## src/rtl/hcb_pkg.sv

```systemverilog
// shared constants, codes and helper functions of the huffman code table builder
// no dependencies
package hcb_pkg;

   localparam int MAX_CODE_LENGTH = 16;
   localparam int COUNT_SLOTS     = 16;

   localparam int FUNC_W   = 1;
   localparam int LEN_W    = 5;
   localparam int COUNT_W  = 8;
   localparam int SYM_W    = 8;
   localparam int CODE_W   = 16;
   localparam int NC_W     = 17;
   localparam int STATUS_W = 2;
   localparam int CL_W     = $clog2(MAX_CODE_LENGTH + 2);
   localparam int ADDR_W   = $clog2(COUNT_SLOTS);

   localparam logic [NC_W-1:0] CODE_SAT = {NC_W{1'b1}};

   localparam logic [FUNC_W-1:0] FUNC_COUNT  = 1'b0;
   localparam logic [FUNC_W-1:0] FUNC_SYMBOL = 1'b1;

   localparam logic [STATUS_W-1:0] STATUS_OK       = 2'd0;
   localparam logic [STATUS_W-1:0] STATUS_TOO_MANY = 2'd1;
   localparam logic [STATUS_W-1:0] STATUS_OVERFLOW = 2'd2;

   function automatic logic [NC_W-1:0] shl_sat(input logic [NC_W-1:0] v);
      logic [NC_W-1:0] r;
      r = v[NC_W-1] ? CODE_SAT : {v[NC_W-2:0], 1'b0};
      return r;
   endfunction

   function automatic logic [NC_W-1:0] inc_sat(input logic [NC_W-1:0] v);
      logic [NC_W-1:0] r;
      r = (v == CODE_SAT) ? CODE_SAT : v + NC_W'(1);
      return r;
   endfunction

endpackage

```

## src/rtl/hcb_channels.sv

```systemverilog
// valid/ready channel interfaces for count/symbol requests and table entry responses
// depends on hcb_pkg
interface hcb_req_if;
   logic                         valid;
   logic                         ready;
   logic [hcb_pkg::FUNC_W-1:0]   func;
   logic [hcb_pkg::LEN_W-1:0]    length;
   logic [hcb_pkg::COUNT_W-1:0]  count;
   logic [hcb_pkg::SYM_W-1:0]    symbol;

   modport source (output valid, func, length, count, symbol, input ready);
   modport sink (input valid, func, length, count, symbol, output ready);
endinterface

interface hcb_rsp_if;
   logic                          valid;
   logic                          ready;
   logic [hcb_pkg::SYM_W-1:0]     symbol_out;
   logic [hcb_pkg::CODE_W-1:0]    code;
   logic [hcb_pkg::LEN_W-1:0]     code_length;
   logic [hcb_pkg::STATUS_W-1:0]  status;

   modport source (output valid, symbol_out, code, code_length, status, input ready);
   modport sink (input valid, symbol_out, code, code_length, status, output ready);
endinterface

```

## src/rtl/huffman_code_table_builder.sv

```systemverilog
// top level of the jpeg canonical huffman code table builder
// depends on hcb_pkg and the channel interfaces in hcb_channels.sv
//
// usage:
//   req_ch carries count transfers (func 0: count of codes for one length) and
//   symbol transfers (func 1: next symbol in table order). a count for length 1
//   clears all counts and restarts the code. rsp_ch returns one table entry per
//   symbol transfer: symbol, code, code length and status; count transfers give
//   no response.
// timing:
//   a count transfer is written straight into the count memory. a symbol
//   transfer steps through a read and a check state for each length up to
//   its own, since each length step is one registered read of the count
//   memory and one compare; a symbol beyond the counted total gets status too many.
// reset:
//   synchronous reset clears the per-length valid bits (all counts read as
//   zero), the code state and the response valid bit; no clearing pass.
// stall:
//   the response register holds a finished entry while rsp_ch.ready is low;
//   new transfers are still taken and a following symbol waits only when its
//   own entry is ready and the register is still full.
module huffman_code_table_builder (
   input logic        clock,
   input logic        reset,
   hcb_req_if.sink    req_ch,
   hcb_rsp_if.source  rsp_ch
);

   localparam logic [1:0] ST_IDLE  = 2'd0;
   localparam logic [1:0] ST_READ  = 2'd1;
   localparam logic [1:0] ST_CHECK = 2'd2;

   logic [1:0]                     state_ff, state_in;
   logic [hcb_pkg::CL_W-1:0]       cl_ff, cl_in;
   logic [hcb_pkg::COUNT_W-1:0]    used_ff, used_in;
   logic [hcb_pkg::NC_W-1:0]       nc_ff, nc_in;
   logic [hcb_pkg::COUNT_SLOTS-1:0] valid_ff, valid_in;
   logic [hcb_pkg::SYM_W-1:0]      sym_ff, sym_in;

   logic [hcb_pkg::COUNT_W-1:0]    mem [hcb_pkg::COUNT_SLOTS];
   logic [hcb_pkg::COUNT_W-1:0]    rd_data_ff;
   logic                           rd_valid_ff;

   logic                           rsp_valid_ff, rsp_valid_in;
   logic [hcb_pkg::SYM_W-1:0]      rsp_sym_ff, rsp_sym_in;
   logic [hcb_pkg::CODE_W-1:0]     rsp_code_ff, rsp_code_in;
   logic [hcb_pkg::LEN_W-1:0]      rsp_len_ff, rsp_len_in;
   logic [hcb_pkg::STATUS_W-1:0]   rsp_status_ff, rsp_status_in;

   logic                           accept;
   logic                           cnt_wr;
   logic [hcb_pkg::ADDR_W-1:0]     wr_addr;
   logic [hcb_pkg::ADDR_W-1:0]     rd_addr;
   logic [hcb_pkg::LEN_W-1:0]      len_m1;
   logic [hcb_pkg::CL_W-1:0]       cl_m1;
   logic [hcb_pkg::COUNT_W-1:0]    cnt_eff;
   logic                           out_free;
   logic                           emit;
   logic                           past_max;
   logic                           overflow;

   assign accept   = req_ch.valid && req_ch.ready;
   assign out_free = !rsp_valid_ff || rsp_ch.ready;
   assign len_m1   = req_ch.length - hcb_pkg::LEN_W'(1);
   assign wr_addr  = len_m1[hcb_pkg::ADDR_W-1:0];
   assign cl_m1    = cl_ff - hcb_pkg::CL_W'(1);
   assign rd_addr  = cl_m1[hcb_pkg::ADDR_W-1:0];
   assign cnt_wr   = accept && (req_ch.func == hcb_pkg::FUNC_COUNT) &&
                     (req_ch.length != '0) &&
                     (req_ch.length <= hcb_pkg::LEN_W'(hcb_pkg::MAX_CODE_LENGTH));
   assign cnt_eff  = rd_valid_ff ? rd_data_ff : '0;
   assign past_max = cl_ff > hcb_pkg::CL_W'(hcb_pkg::MAX_CODE_LENGTH);
   assign overflow = (nc_ff >> cl_ff) != '0;

   assign req_ch.ready       = (state_ff == ST_IDLE);
   assign rsp_ch.valid       = rsp_valid_ff;
   assign rsp_ch.symbol_out  = rsp_sym_ff;
   assign rsp_ch.code        = rsp_code_ff;
   assign rsp_ch.code_length = rsp_len_ff;
   assign rsp_ch.status      = rsp_status_ff;

   always_comb begin
      state_in      = state_ff;
      cl_in         = cl_ff;
      used_in       = used_ff;
      nc_in         = nc_ff;
      valid_in      = valid_ff;
      sym_in        = sym_ff;
      emit          = 1'b0;
      rsp_sym_in    = rsp_sym_ff;
      rsp_code_in   = rsp_code_ff;
      rsp_len_in    = rsp_len_ff;
      rsp_status_in = rsp_status_ff;

      case (state_ff)
         ST_IDLE: begin
            if (cnt_wr) begin
               if (req_ch.length == hcb_pkg::LEN_W'(1)) begin
                  valid_in = '0;
                  cl_in    = hcb_pkg::CL_W'(1);
                  used_in  = '0;
                  nc_in    = '0;
               end
               valid_in[wr_addr] = 1'b1;
            end
            if (accept && (req_ch.func == hcb_pkg::FUNC_SYMBOL)) begin
               sym_in   = req_ch.symbol;
               state_in = ST_READ;
            end
         end
         ST_READ: begin
            if (past_max) begin
               if (out_free) begin
                  emit          = 1'b1;
                  rsp_sym_in    = sym_ff;
                  rsp_code_in   = '0;
                  rsp_len_in    = '0;
                  rsp_status_in = hcb_pkg::STATUS_TOO_MANY;
                  state_in      = ST_IDLE;
               end
            end else begin
               state_in = ST_CHECK;
            end
         end
         ST_CHECK: begin
            if (used_ff >= cnt_eff) begin
               nc_in    = hcb_pkg::shl_sat(nc_ff);
               cl_in    = cl_ff + hcb_pkg::CL_W'(1);
               used_in  = '0;
               state_in = ST_READ;
            end else if (out_free) begin
               emit       = 1'b1;
               rsp_sym_in = sym_ff;
               if (overflow) begin
                  rsp_code_in   = '0;
                  rsp_len_in    = '0;
                  rsp_status_in = hcb_pkg::STATUS_OVERFLOW;
               end else begin
                  rsp_code_in   = nc_ff[hcb_pkg::CODE_W-1:0];
                  rsp_len_in    = hcb_pkg::LEN_W'(cl_ff);
                  rsp_status_in = hcb_pkg::STATUS_OK;
               end
               nc_in    = hcb_pkg::inc_sat(nc_ff);
               used_in  = used_ff + hcb_pkg::COUNT_W'(1);
               state_in = ST_IDLE;
            end
         end
         default: begin
            state_in = ST_IDLE;
         end
      endcase

      rsp_valid_in = emit || (rsp_valid_ff && !rsp_ch.ready);
   end

   // count memory: one write port, one registered read port
   always_ff @(posedge clock) begin
      if (cnt_wr) begin
         mem[wr_addr] <= req_ch.count;
      end
      rd_data_ff  <= mem[rd_addr];
      rd_valid_ff <= valid_ff[rd_addr];
   end

   always_ff @(posedge clock) begin
      if (reset) begin
         state_ff     <= ST_IDLE;
         cl_ff        <= hcb_pkg::CL_W'(1);
         used_ff      <= '0;
         nc_ff        <= '0;
         valid_ff     <= '0;
         rsp_valid_ff <= 1'b0;
      end else begin
         state_ff     <= state_in;
         cl_ff        <= cl_in;
         used_ff      <= used_in;
         nc_ff        <= nc_in;
         valid_ff     <= valid_in;
         rsp_valid_ff <= rsp_valid_in;
      end
   end

   always_ff @(posedge clock) begin
      sym_ff        <= sym_in;
      rsp_sym_ff    <= rsp_sym_in;
      rsp_code_ff   <= rsp_code_in;
      rsp_len_ff    <= rsp_len_in;
      rsp_status_ff <= rsp_status_in;
   end

endmodule

```

## src/flat_wrapper.sv

```systemverilog
// flat-port wrapper written by rule: the top's interface ports become plain ports
module huffman_code_table_builder_flat 
  (clock, reset, req_ch_valid, req_ch_func, req_ch_length, req_ch_count, req_ch_symbol, req_ch_ready, rsp_ch_valid, rsp_ch_symbol_out, rsp_ch_code, rsp_ch_code_length, rsp_ch_status, rsp_ch_ready);
  hcb_req_if req_ch_i ();
  hcb_rsp_if rsp_ch_i ();
  input logic clock;
  input logic reset;
  input wire logic [$bits(req_ch_i.valid)-1:0] req_ch_valid;
  input wire logic [$bits(req_ch_i.func)-1:0] req_ch_func;
  input wire logic [$bits(req_ch_i.length)-1:0] req_ch_length;
  input wire logic [$bits(req_ch_i.count)-1:0] req_ch_count;
  input wire logic [$bits(req_ch_i.symbol)-1:0] req_ch_symbol;
  output wire logic [$bits(req_ch_i.ready)-1:0] req_ch_ready;
  output wire logic [$bits(rsp_ch_i.valid)-1:0] rsp_ch_valid;
  output wire logic [$bits(rsp_ch_i.symbol_out)-1:0] rsp_ch_symbol_out;
  output wire logic [$bits(rsp_ch_i.code)-1:0] rsp_ch_code;
  output wire logic [$bits(rsp_ch_i.code_length)-1:0] rsp_ch_code_length;
  output wire logic [$bits(rsp_ch_i.status)-1:0] rsp_ch_status;
  input wire logic [$bits(rsp_ch_i.ready)-1:0] rsp_ch_ready;
  assign req_ch_i.valid = req_ch_valid;
  assign req_ch_i.func = req_ch_func;
  assign req_ch_i.length = req_ch_length;
  assign req_ch_i.count = req_ch_count;
  assign req_ch_i.symbol = req_ch_symbol;
  assign req_ch_ready = req_ch_i.ready;
  assign rsp_ch_valid = rsp_ch_i.valid;
  assign rsp_ch_symbol_out = rsp_ch_i.symbol_out;
  assign rsp_ch_code = rsp_ch_i.code;
  assign rsp_ch_code_length = rsp_ch_i.code_length;
  assign rsp_ch_status = rsp_ch_i.status;
  assign rsp_ch_i.ready = rsp_ch_ready;
  huffman_code_table_builder u_core (.clock(clock), .reset(reset), .req_ch(req_ch_i), .rsp_ch(rsp_ch_i));
endmodule
```

## config.mk

```make
export PLATFORM = sky130hd
export DESIGN_NAME = huffman_code_table_builder_flat
export DESIGN_NICKNAME = d
export VERILOG_FILES = /design/src/rtl/hcb_pkg.sv /design/src/rtl/hcb_channels.sv /design/src/rtl/huffman_code_table_builder.sv /design/src/flat_wrapper.sv
export SDC_FILE = /design/constraint.sdc
export NUM_CORES = 1
export LEC_CHECK = 0
export BUFFER_PORTS_ARGS = -buffer_cell sky130_fd_sc_hd__buf_2
export CAP_MARGIN = 20
export CORE_MARGIN = 2
export CORE_UTILIZATION = 40
export DETAILED_ROUTE_END_ITERATION = 10
export GPL_TIMING_DRIVEN = 1
export PLACE_DENSITY_LB_ADDON = 0.25
export SYNTH_ARGS = -nofsm -noshare
export SYNTH_HDL_FRONTEND = slang
export SYNTH_SLANG_ARGS = --single-unit
```

## constraint.sdc

```tcl
create_clock -name clock -period 9.5 [get_ports clock]
set_input_delay 1.9 -clock clock [delete_from_list [all_inputs] [get_ports clock]]
set_output_delay 1.9 -clock clock [all_outputs]
set_load 0.005 [all_outputs]
```

# Word level (Yosys, flattened, before mapping)
# Memories as Yosys holds them, arrays and structs flattened. A register that Yosys moved wholly into a read port is not among the register bits.
# Cells that the tools add are included.
dict set report totals {
  register_bits 89
  mem_bits_rw 128
  output_inout_bits 33
  word_cells 119
  memories 1
}
dict set report classes {
  add_sub_neg 5
  magnitude_cmp 6
  n_eq_ne 13
  n_shift 1
  muxes 57
  bitwise_logic 2
  n_reduce_logical 22
}
# name depth width rd rd_ports_with_merged_regs wr line_no
set memory_table {}
lappend memory_table {u_core.mem 16 8 1 1 1 huffman_code_table_builder.sv:40} ;# logic [hcb_pkg::COUNT_W-1:0] mem [hcb_pkg::COUNT_SLOTS];
# cell n
set ops {}
lappend ops {{$mux W16} 8}
lappend ops {{$mux W17} 6}
lappend ops {{$mux W8} 8}
lappend ops {{$mux W5} 8}
lappend ops {{$pmux W17 S2} 1}
lappend ops {{$pmux W16 S2} 1}
lappend ops {{$pmux W8 S2} 2}
lappend ops {{$pmux W5 S2} 2}
lappend ops {{$mux W2} 9}
lappend ops {{$add A17 B1 Y17 const B} 1}
lappend ops {{$eq A17 B17 Y1 const B} 1}
lappend ops {{$reduce_bool A17 Y1} 1}
lappend ops {{$shr A17 B5 Y17} 1}
lappend ops {{$or A16 B16 Y16} 1}
lappend ops {{$lt A4 B5 Y1 const B} 2}
lappend ops {{$add A8 B1 Y8 const B} 1}
lappend ops {{$ge A8 B8 Y1} 1}
lappend ops {{$ne A2 B1 Y1 const B} 4}
lappend ops {{$ne A2 B2 Y1 const B} 4}
lappend ops {{$reduce_and A4 Y1} 2}
lappend ops {{$sub A4 B1 Y4 const B} 2}
lappend ops {{$logic_and A1 B1 Y1} 7}
lappend ops {{$mux W1} 7}
lappend ops {{$pmux W2 S3} 1}
lappend ops {{21 further kinds} 25}

# Longest topological paths before layout
# Gate-level depths: netlist of run 1.
dict set report depth {
  depth_word 8
  depth_mapped 11
  mapped_depth_nobuf 8
}

# Worst setup path after synthesis of run 1
# OpenSTA, ideal clock, no wires.
dict set report synth_path {
  path_type {input-to-reg}
  from {input port rsp_ch_ready}
  to {register u_core.rsp_code_ff, in the netlist u_core.rsp_ch.code[0], enable pin}
  arrival_ns 3.610
  path_slack_ns 5.479
  stages 4
  path_cell_list {nand2b_1 > clkbuf_1 > nand2_1 > a21oi_1}
}
dict set report synth_via {
  elab_chain_len 3
  elab_cells_between_ends 4
}
# element line_no
set synth_rtl {}
lappend synth_rtl {{start, declared} flat_wrapper.sv:19} ;# input wire logic [$bits(rsp_ch_i.ready)-1:0] rsp_ch_ready;
lappend synth_rtl {{$logic_or A1 B1 Y1 (*)} huffman_code_table_builder.sv:63} ;# assign out_free = !rsp_valid_ff || rsp_ch.ready;
lappend synth_rtl {{$ne A2 B1 Y1 (no line)} --}
lappend synth_rtl {{$reduce_and A5 Y1 (no line) (*)} --}
lappend synth_rtl {{end signal, assigned} huffman_code_table_builder.sv:186} ;# rsp_code_ff <= rsp_code_in;
lappend synth_rtl {{end, declared} huffman_code_table_builder.sv:46} ;# logic [hcb_pkg::CODE_W-1:0] rsp_code_ff, rsp_code_in;
# Every way passes the cells marked *; elsewhere a longest branch is shown, timed or not.
# A chain may end at the register's enable or synchronous reset.

# Final worst setup path of run 1
dict set report layout_path {
  from {register u_core.rd_valid_ff}
  to {register u_core.rsp_sym_ff, in the netlist u_core.rsp_ch.symbol_out[7], enable pin}
}
dict set report layout_via {
  elab_chain_len 4
}
# element line_no
set layout_rtl {}
lappend layout_rtl {{start, declared} huffman_code_table_builder.sv:42} ;# logic rd_valid_ff;
lappend layout_rtl {{start signal, assigned} huffman_code_table_builder.sv:162} ;# rd_valid_ff <= valid_ff[rd_addr];
lappend layout_rtl {{$mux W8} huffman_code_table_builder.sv:71} ;# assign cnt_eff = rd_valid_ff ? rd_data_ff : '0;
lappend layout_rtl {{$ge A8 B8 Y1} huffman_code_table_builder.sv:126} ;# if (used_ff >= cnt_eff) begin
lappend layout_rtl {{$ne A2 B2 Y1 (no line)} --}
lappend layout_rtl {{$reduce_and A3 Y1 (no line)} --}
lappend layout_rtl {{end signal, assigned} huffman_code_table_builder.sv:185} ;# rsp_sym_ff <= rsp_sym_in;
lappend layout_rtl {{end, declared} huffman_code_table_builder.sv:45} ;# logic [hcb_pkg::SYM_W-1:0] rsp_sym_ff, rsp_sym_in;
# No other way between the ends.

==> results of run 1 <==
==> how the worst max path moves through the flow <==
stage / slack [ns] / depth (start not counted) / startpoint / end
floorplan: 5.48 / 4 / rsp_ch_ready / u_core.rsp_ch.code[0]$_SDFFCE_PP0P_
global placement: 5.38 / 5 / req_ch_length[4] / u_core.mem[0][0]$_DFFE_PP_
detailed placement: 5.34 / 7 / req_ch_length[4] / u_core.nc_ff[1]$_SDFFE_PP0P_
CTS: 5.79 / 7 / u_core.rd_valid_ff$_DFF_P_ / u_core.rsp_ch.symbol_out[5]$_DFFE_PP_
global route: 5.54 / 7 / u_core.rd_valid_ff$_DFF_P_ / u_core.rsp_ch.symbol_out[7]$_DFFE_PP_
finish: 5.87 / 7 / u_core.rd_valid_ff$_DFF_P_ / u_core.rsp_ch.symbol_out[7]$_DFFE_PP_
==> placed cells by master (no fill, tap or decap), types with 6 or more instances in the layout <==
cell type  Yosys  layout
nand3_1       18      18
nand4_1        6       6
a31oi_1        9       9
nand2_1       59      59
ha_1          16      16
nor4_1         6       6
inv_1         16      16
nand2b_1       9       9
dfxtp_1       58      57
o211ai_1      11      11
buf_4          0      14
mux4_2        46      46
o21ai_0       15      15
and3_1         6       6
a21oi_1       39      38
o31ai_1       10       9
or4_1          6       6
nor3_1        28      28
clkinv_1       1       6
edfxtp_1     167     167
buf_2         11      58
clkbuf_16      0      24
or3_1          6       6
nor2_1        58      58
==> through the flow <==
stage               worst slack, ns  utilization, %  total power, mW  cells  instance area (sq um)
floorplan                     5.479               -            1.282    728                   9857
global placement              5.378           43.14            1.370   1073                  10460
detailed placement            5.340           43.20            1.384   1074                  10480
CTS                           5.789           46.43            2.289   1118                  11260
global route                  5.542           46.47            2.357   1119                  11270
finish                        5.869           46.47            2.267   1119                  11270
==> cell usage after synthesis (5+ instances only) <==
master      n
a21oi_1    39
a31oi_1     9
and3_1      6
buf_1       5
buf_2      11
clkbuf_1   32
dfxtp_1    58
edfxtp_1  167
ha_1       16
inv_1      16
mux2i_1     5
mux4_2     46
nand2_1    59
nand2b_1    9
nand3_1    18
nand4_1     6
nor2_1     58
nor3_1     28
nor4_1      6
o211ai_1   11
o21ai_0    15
o31ai_1    10
or3_1       6
or4_1       6
==> kinds of logic (layout without fill, tap and decap cells) <==
family	Yosys count	in the layout	share of synthesized area, %
muxes	55	55	11.47
xor gates and xnor gates	7	7	0.6220
and+or+nand+nor	220	220	10.78
buffers and inverters	67	134	2.780
adders and majority gates	16	16	2.031
AOI/OAI and AO/OA	138	138	9.660
DFF	225	225	62.66
==> flip-flops by register name, indices dropped and copies added, names as in the netlist <==
| signal | flops |
|---|---|
| u_core.rsp_ch.status | 2 |
| u_core.used_ff | 8 |
| u_core.nc_ff | 17 |
| u_core.rd_valid_ff | 1 |
| u_core.rsp_ch.code_length | 5 |
| u_core.cl_ff | 5 |
| u_core.rsp_ch.code | 16 |
| u_core.state_ff | 2 |
| u_core.sym_ff | 8 |
| u_core.valid_ff | 16 |
| u_core.rd_data_ff | 8 |
| u_core.rsp_ch.valid | 1 |
| u_core.mem | 128 |
| u_core.rsp_ch.symbol_out | 8 |
==> per-layer routing <==
layer	wire length, microns	share of wire (%)
met2	11180	51
met4	570	2.6
met5	0	0
met3	938	4.2
met1	9402	43
==> power by group <==
group / leakage (nW) / switching [mW] / internal [mW]
logic: 1.46 / 0.134 / 0.0776
registers: 1.99 / 0.0162 / 1.13
clock network: 0.381 / 0.381 / 0.526
==> layout make-up <==
class                   instances  area share (%)
flip-flops and latches        225           54.82
multi-input cells             436           30.42
well taps                     324           3.598
clock buffers                  28           5.464
inverters                      17          0.5663
repair buffers                 73           3.642
clock inverters                16           1.488
==> critical path, stage by stage, from the launching register on <==
cell	delay [ns]
dfxtp_1	0.47
nand2_1	0.10
ha_1	0.21
or4_1	0.53
a21oi_1	0.14
a211o_1	0.28
nand2_1	0.47
a221oi_1	1.05
==> results.cfg, run 1 <==
[cts]
cts_resized = 0
cts_max_level = 1
ctsRootBufferMaster = clkbuf_16
cts_buffers = 24
hold_buffers = 0
clk_pin_slew_ns = 0.06
clock_path_buffers = 3
cts.sinks = 225
post_cts_buffers = 0
clock_latency_ns = 0.52
tritoncts = built

[route]
ant_nets = 0
wl_per_cell_microns = 19.74
dr.pass1.iters = 5
drt_iter0_drc = 476
num_vias = 6269
vias_per_cell = 5.602
routed_wl_microns = 22090
drc = 0

[power]
powerDensity_nw_per_um2 = 201.2
ir_drop_mv = 0.1464
p_leak_nw = 3.832

[timing]
fin_crit_ns = 3.631
slew_viol_final = 0
worst_pin_slew_ns = 1.080
max_freq_ghz = 0.2754
rsz0062_at_grt = no
setup_tns_ns = 0
period_share_pct = 38.22
relSlewSlack_pct = 28.02
final_hold_viol_count = 0
skew_ns = 0.007507
fin_hold_ws_ns = 0.4183
setup_viol = 0

[floorplanning]
die_area_sq_um = 25910
row_count = 57
die_w_microns = 161.0
ios = 59
coreArea_sq_um = 24250
die_h_microns = 161.0
start_util_pct = 40.65

[place]
numPortBuffers = 58
finalWeightedCongestion = 0.8514
post-dp-hpwl_microns = 14990

[logic_synthesis]
synth_cell_types = 71
syn-cell-area_sq_um = 9857
ys_async_sr_fraction_pct = 0
synth_edf_count = 167
yosys.area.top_type = edfxtp_1
synth_top_area_share_pct = 50.88
synthCells = 728
synthesis.nets = 770
yosysWarnings = 0
ys_top_cells_by_area = edfxtp_1 (51%), dfxtp_1 (12%), mux4_2 (11%)
synth_ff_type = edfxtp_1
avgSynthCellArea_sq_um = 13.54
synth_seq_area_share_pct = 62.66
ys_ff_latch = 225

[global_route]
grt.total_usage_pct = 17.11
antenna_found_initial = 0
grt_overflow_total = 0
gr-usage-met3_pct = 2.388
grt_pass1_wl_microns = 34940
grt_pass1_vias = 6241
grt_max_degree = 49
grt.met1_usage_pct = 22.27
top_usage_layer = met2
use_met2_pct = 29.98

[critical_path]
r2r-end = u_core.rsp_ch.symbol_out[7]$_DFFE_PP_
cp.arrival_ns = 3.77
rrSetupSlack_ns = 5.87
crit_fanout = 18
r2r_cells = 7
worstPathRequired_ns = 9.64
path_class = reg -> reg
timing.rr.start = u_core.rd_valid_ff$_DFF_P_
critPathLaunchType = register
end_kind = register

[final_layout]
layout-drive-gt1-share_pct = 21.51
nNetsFinal = 819
final-seq-area_sq_um = 6177
multi_input_area_sq_um = 3427
n_fill_cell = 2172
antenna_cells = 0
area_growth_pct = 14.31

[run_status]
outcome = finished, final reports clean

[hold_path]
hp-start = u_core.sym_ff[5]$_DFFE_PP_
min_path_cells = 0
hold_path_end = u_core.rsp_ch.symbol_out[5]$_DFFE_PP_
hold_path_class = reg -> reg

[run]
cap_violations = 0
Power figures use the tool's default switching activity.
==> inputs of run 2 (changes only) <==
Settings changed: ABC_AREA set to 1.
Clock period 9.5 ns to 2.9 ns, I/O delays scaled along.
==> run 2 against run 1 <==
Power increased to 3.2 times the previous value. Area after synthesis is 3.4% higher. Sequential share of layout area is 2.3 points lower. Final area rose by 4.3%. Critical endpoint is now u_core.used_ff[2]$_SDFFE_PP0P_. Largest power group unchanged.
==> results.cfg, run 2 <==
[run_status]
outcome = finished, final reports clean

[logic_synthesis]
ys_top_cells_by_area = edfxtp_1 (49%), dfxtp_1 (11%), nor2_1 (7.1%)
synthesis.nets = 1116
yosys-top-cells-count = nor2_1 (192), nand2_1 (177), edfxtp_1 (167), o21ai_0 (116), inv_1 (77)
synth_edf_count = 167
yosys.area.top_type = edfxtp_1
synthCells = 1074
avgSynthCellArea_sq_um = 9.487
yosysWarnings = 0
synth_cell_types = 33
ys_async_sr_fraction_pct = 0
synth_seq_area_share_pct = 60.62
synth_ff_type = edfxtp_1
ys_ff_latch = 225
syn-cell-area_sq_um = 10190
synth_top_area_share_pct = 49.22
yosysMostFrequentCell = nor2_1

[cts]
clk_pin_slew_ns = 0.06
tritoncts = built
cts_buffers = 25
cts_max_level = 1
hold_buffers = 0
cts.sinks = 225
post_cts_buffers = 0
clock_latency_ns = 0.54
cts_resized = 0
clock_path_buffers = 3
ctsRootBufferMaster = clkbuf_16

[critical_path]
path_class = reg -> reg
end_kind = register
cp.arrival_ns = 2.90
timing.rr.start = u_core.rd_valid_ff$_DFF_P_
worstPathRequired_ns = 3.36
r2r-end = u_core.used_ff[2]$_SDFFE_PP0P_
critPathLaunchType = register
rrSetupSlack_ns = 0.46
r2r_cells = 13
crit_fanout = 10

[route]
ant_nets = 0
dr.pass1.iters = 6
routed_wl_microns = 24860
wl_per_cell_microns = 16.66
drt_iter0_drc = 538
vias_per_cell = 5.155
num_vias = 7691
drc = 0

[place]
post-dp-hpwl_microns = 16620
numPortBuffers = 58
finalWeightedCongestion = 0.8500

[final_layout]
layout-drive-gt1-share_pct = 12.74
antenna_cells = 0
regMostFlops = u_core.mem
area_growth_pct = 15.37
largest_register_ffs = 128
final_cell_mix = nor2_1 (192), nand2_1 (177), edfxtp_1 (167)
reg_top3 = u_core.mem x128, u_core.nc_ff x17
final_common_cell = nor2_1
nNetsFinal = 1186

[floorplanning]
die_area_sq_um = 26760
die_h_microns = 163.6
ios = 59
coreArea_sq_um = 25110
row_count = 58
die_w_microns = 163.6
start_util_pct = 40.58

[power]
clockPowerShare_pct = 42.1
internal-power_mw = 5.619
powerDensity_nw_per_um2 = 618.0
ir_drop_mv = 0.5128
p_switching_mw = 1.645
power.total_mw = 7.265
p_leak_nw = 4.434
pwr-share-seq_pct = 50.7
power.share.switching_pct = 22.65
comb_power_share_pct = 7.2

[hold_path]
min_path_cells = 1
hold_path_class = in -> reg
hp-start = req_ch_symbol[0]
hold_path_end = u_core.sym_ff[0]$_DFFE_PP_

[timing]
rsz0062_at_grt = no
setup_viol = 0
final_hold_viol_count = 0
setup_tns_ns = 0
worst_pin_slew_ns = 0.7272
fin_hold_ws_ns = 0.2282
fin_crit_ns = 2.441
period_share_pct = 84.18
skew_ns = 0.01790
relSlewSlack_pct = 51.52
slew_viol_final = 0
max_freq_ghz = 0.4096

[global_route]
grt_overflow_total = 0
grt_pass1_vias = 7080
grt.total_usage_pct = 18.50
antenna_found_initial = 0
grt_pass1_wl_microns = 38920
grt_max_degree = 71

[run]
cap_violations = 0
==> run 2: worst max path at each step <==
| stage | slack [ns] | startpoint | to | cells after the start |
|---|---|---|---|---|
| finish | 0.46 | u_core.rd_valid_ff$_DFF_P_ | u_core.used_ff[2]$_SDFFE_PP0P_ | 13 |
| global route | 0.26 | u_core.rd_valid_ff$_DFF_P_ | u_core.rsp_ch.code[6]$_SDFFCE_PP0P_ | 12 |
| CTS | 0.45 | u_core.rd_valid_ff$_DFF_P_ | u_core.rsp_ch.code[7]$_SDFFCE_PP0P_ | 12 |
| detailed placement | 0.38 | req_ch_length[0] | u_core.valid_ff[10]$_SDFFE_PP0P_ | 10 |
| global placement | 0.45 | req_ch_length[0] | u_core.valid_ff[14]$_SDFFE_PP0P_ | 10 |
| floorplan | 0.15 | u_core.rd_valid_ff$_DFF_P_ | u_core.rsp_ch.code[0]$_SDFFCE_PP0P_ | 13 |
==> run 2: cell families after synthesis <==
group | share of synthesized area (%)
and+or+nand+nor | 18.30
AOI/OAI and AO/OA | 12.19
DFF | 60.62
buffers and inverters | 5.551
xor gates and xnor gates | 1.375
adders and majority gates | 1.965
==> run 2: layout make-up <==
cell class	instances	area [sq um]
Fill cell	2421	13350
Sequential cell	225	6177
Multi-Input combinational cell	710	3457
Clock buffer	33	706.9
Timing Repair Buffer	97	583.1
Tap cell	330	412.9
Inverter	85	321.6
Clock inverter	12	96.34
==> run 2: power groups by stage <==
| stage | clock (mW) | sequential (mW) | combinational (mW) |
|---|---|---|---|
| 3_5_place_dp | 0 | 3.75 | 0.535 |
| 5_1_grt | 3.23 | 3.70 | 0.591 |
| 6_report | 3.06 | 3.68 | 0.525 |
| 4_1_cts | 3.12 | 3.68 | 0.538 |
| 2_1_floorplan | 0 | 3.76 | 0.257 |
| 3_3_place_gp | 0 | 3.75 | 0.531 |
==> run 2: metal layers <==
layer	GRT usage [%]	vias up	part of all wire, %
li1	-	3812	-
met1	24.98	3650	44
met2	31.80	197	49
met3	2.362	32	5.1
met4	4.346	0	2.1
met5	0	-	0
==> run 2: worst max-delay path: stages (launching register included) <==
cell,delay [ns]
dfxtp_1,0.44
nand2_1,0.09
ha_1,0.29
inv_1,0.06
o21bai_1,0.05
o21bai_1,0.13
nand2_1,0.06
nand2_1,0.08
nand3_1,0.26
nand2_4,0.27
clkinv_1,0.26
nor2_1,0.19
nand2_1,0.08
nor2_1,0.10
==> run 2: per-stage QoR <==
step / std cells / instance area (sq um) / worst slack (ns) / util, %
floorplan: 1074 / 10190 / 0.1454 / -
global placement: 1447 / 10950 / 0.4489 / 43.62
detailed placement: 1447 / 10950 / 0.3821 / 43.62
CTS: 1492 / 11760 / 0.4451 / 46.82
global route: 1492 / 11760 / 0.2618 / 46.82
finish: 1492 / 11760 / 0.4588 / 46.82
==> inputs of run 3 (changes only) <==
Clock period 2.9 ns to 2.35 ns, I/O delays scaled along.
==> run 3 against run 2 <==
Core utilization up 0.93 points. Fmax up 14%. Register-to-register slack worse by 0.26 ns.
==> results.cfg, run 3 (same netlist as run 2, synthesis figures left out) <==
[cts]
clock_latency_ns = 0.53
ctsRootBufferMaster = clkbuf_16
cts.sinks = 225
tritoncts = built
clock_path_buffers = 3
cts_buffers = 25
clk_pin_slew_ns = 0.06
cts_max_level = 1

[floorplanning]
start_util_pct = 40.58
ios = 59
coreArea_sq_um = 25110
die_area_sq_um = 26760
die_w_microns = 163.6
die_h_microns = 163.6
row_count = 58

[global_route]
grt_pass1_wl_microns = 39370
grt.total_usage_pct = 18.72
grt_overflow_total = 0
grt_pass1_vias = 7432
grt_max_degree = 76
antenna_found_initial = 0

[route]
drc = 0
dr.pass1.iters = 5
vias_per_cell = 5.217
wl_per_cell_microns = 16.54
drt_iter0_drc = 685
routed_wl_microns = 24880
num_vias = 7846
ant_nets = 0

[critical_path]
crit_fanout = 23
cp_cell_sequence = inv_1 -> ha_1 -> nand2_1 -> inv_1 -> o21bai_1 -> nand2_1 -> nand2_1 -> nand2_2 -> nand2_4 -> inv_1 -> o21ai_4 -> buf_12
worstPathRequired_ns = 2.58
slowest_delay_ns = 0.39
end_kind = register
critPathLaunchType = register
crit_family = simple AND/OR/NAND/NOR gates
cp.arrival_ns = 2.37
slowest_stage = dfxtp_1
crit_buf_inv = 4
path_class = reg -> reg

[place]
post-dp-hpwl_microns = 16060
numPortBuffers = 58
dp.cells = 1457
post-place-ws_ns = 0.1034
finalWeightedCongestion = 0.8421

[timing]
setup_tns_ns = 0
final_hold_viol_count = 0
worst_slack_ns = 0.2010
fin_crit_ns = 2.149
rsz0062_at_grt = no
slew_viol_final = 0
period_share_pct = 91.45
max_freq_ghz = 0.4653
setup_viol = 0
worst_pin_slew_ns = 0.7693
relSlewSlack_pct = 48.72
skew_ns = 0.01334

[final_layout]
stdcell_count = 1504
final_common_cell = nor2_1
reg_top3 = u_core.mem x128, u_core.nc_ff x17
utilization_pct = 47.74
layout-drive-gt1-share_pct = 14.48
final_cell_mix = nor2_1 (192), nand2_1 (175), edfxtp_1 (167)
area_growth_pct = 17.66
nNetsFinal = 1199
largest_register_ffs = 128
regMostFlops = u_core.mem
n_fill_cell = 2387
antenna_cells = 0

[power]
powerDensity_nw_per_um2 = 777.0
p_leak_nw = 4.534
ir_drop_mv = 0.7581

[run_status]
outcome = finished, final reports clean

[hold_path]
hold_path_class = in -> reg

[run]
cap_violations = 0
==> run 3: final timing paths <==
check / depth (start not counted) / from / endpoint / slack [ns]
worst min register to register: 0 / u_core.sym_ff[1]$_DFFE_PP_ / u_core.rsp_ch.symbol_out[1]$_DFFE_PP_ / 0.42
worst max register to register: 12 / u_core.used_ff[0]$_SDFFE_PP0P_ / u_core.rsp_ch.code[13]$_SDFFCE_PP0P_ / 0.20
worst max-delay path: 12 / u_core.used_ff[0]$_SDFFE_PP0P_ / u_core.rsp_ch.code[13]$_SDFFCE_PP0P_ / 0.20
worst min-delay path: 1 / req_ch_symbol[7] / u_core.sym_ff[7]$_DFFE_PP_ / 0.12
==> run 3: report_power, final <==
group / internal, mW / switching [mW] / total (mW) / leakage (nW)
Combinational: 0.259 / 0.434 / 0.693 / 2.12
Sequential: 4.48 / 0.0525 / 4.54 / 1.99
Clock: 2.51 / 1.57 / 4.09 / 0.417
Total: 7.26 / 2.06 / 9.31 / 4.53
==> run 3: per-layer routing <==
metal	share of wire [%]	GRT usage (%)	vias up
met2	47	31.07	234
met3	5.4	2.616	38
met1	45	25.60	3730
met5	0	0	-
li1	-	-	3844
met4	2.5	5.582	0
==> run 3: timing repair <==
item,in CTS,in global routing
setup endpoints to repair,0,33
gates resized for setup,0,3
buffers inserted,0,3
hold buffers,0,0
==> run 3: area by class of cell <==
type,instances,area [sq um],share of cell area (%)
sequential,225,6178,51.54
clock inverter,16,229.0,1.910
tap,330,412.9,3.444
clock buffer,28,636.9,5.313
timing repair buffer,110,718.2,5.991
multi-input combinational,710,3487,29.09
inverter,85,325.3,2.714
==> run 3: per-stage QoR <==
step | cell area [sq um] | power (mW) | hold slack [ns]
finish | 11990 | 9.314 | 0.1187
global route | 11990 | 9.634 | 0.09608
CTS | 11960 | 9.402 | 0.1027
detailed placement | 11090 | 5.322 | 0.4045
global placement | 11090 | 5.314 | 0.4014
floorplan | 10250 | 4.970 | 0.4003
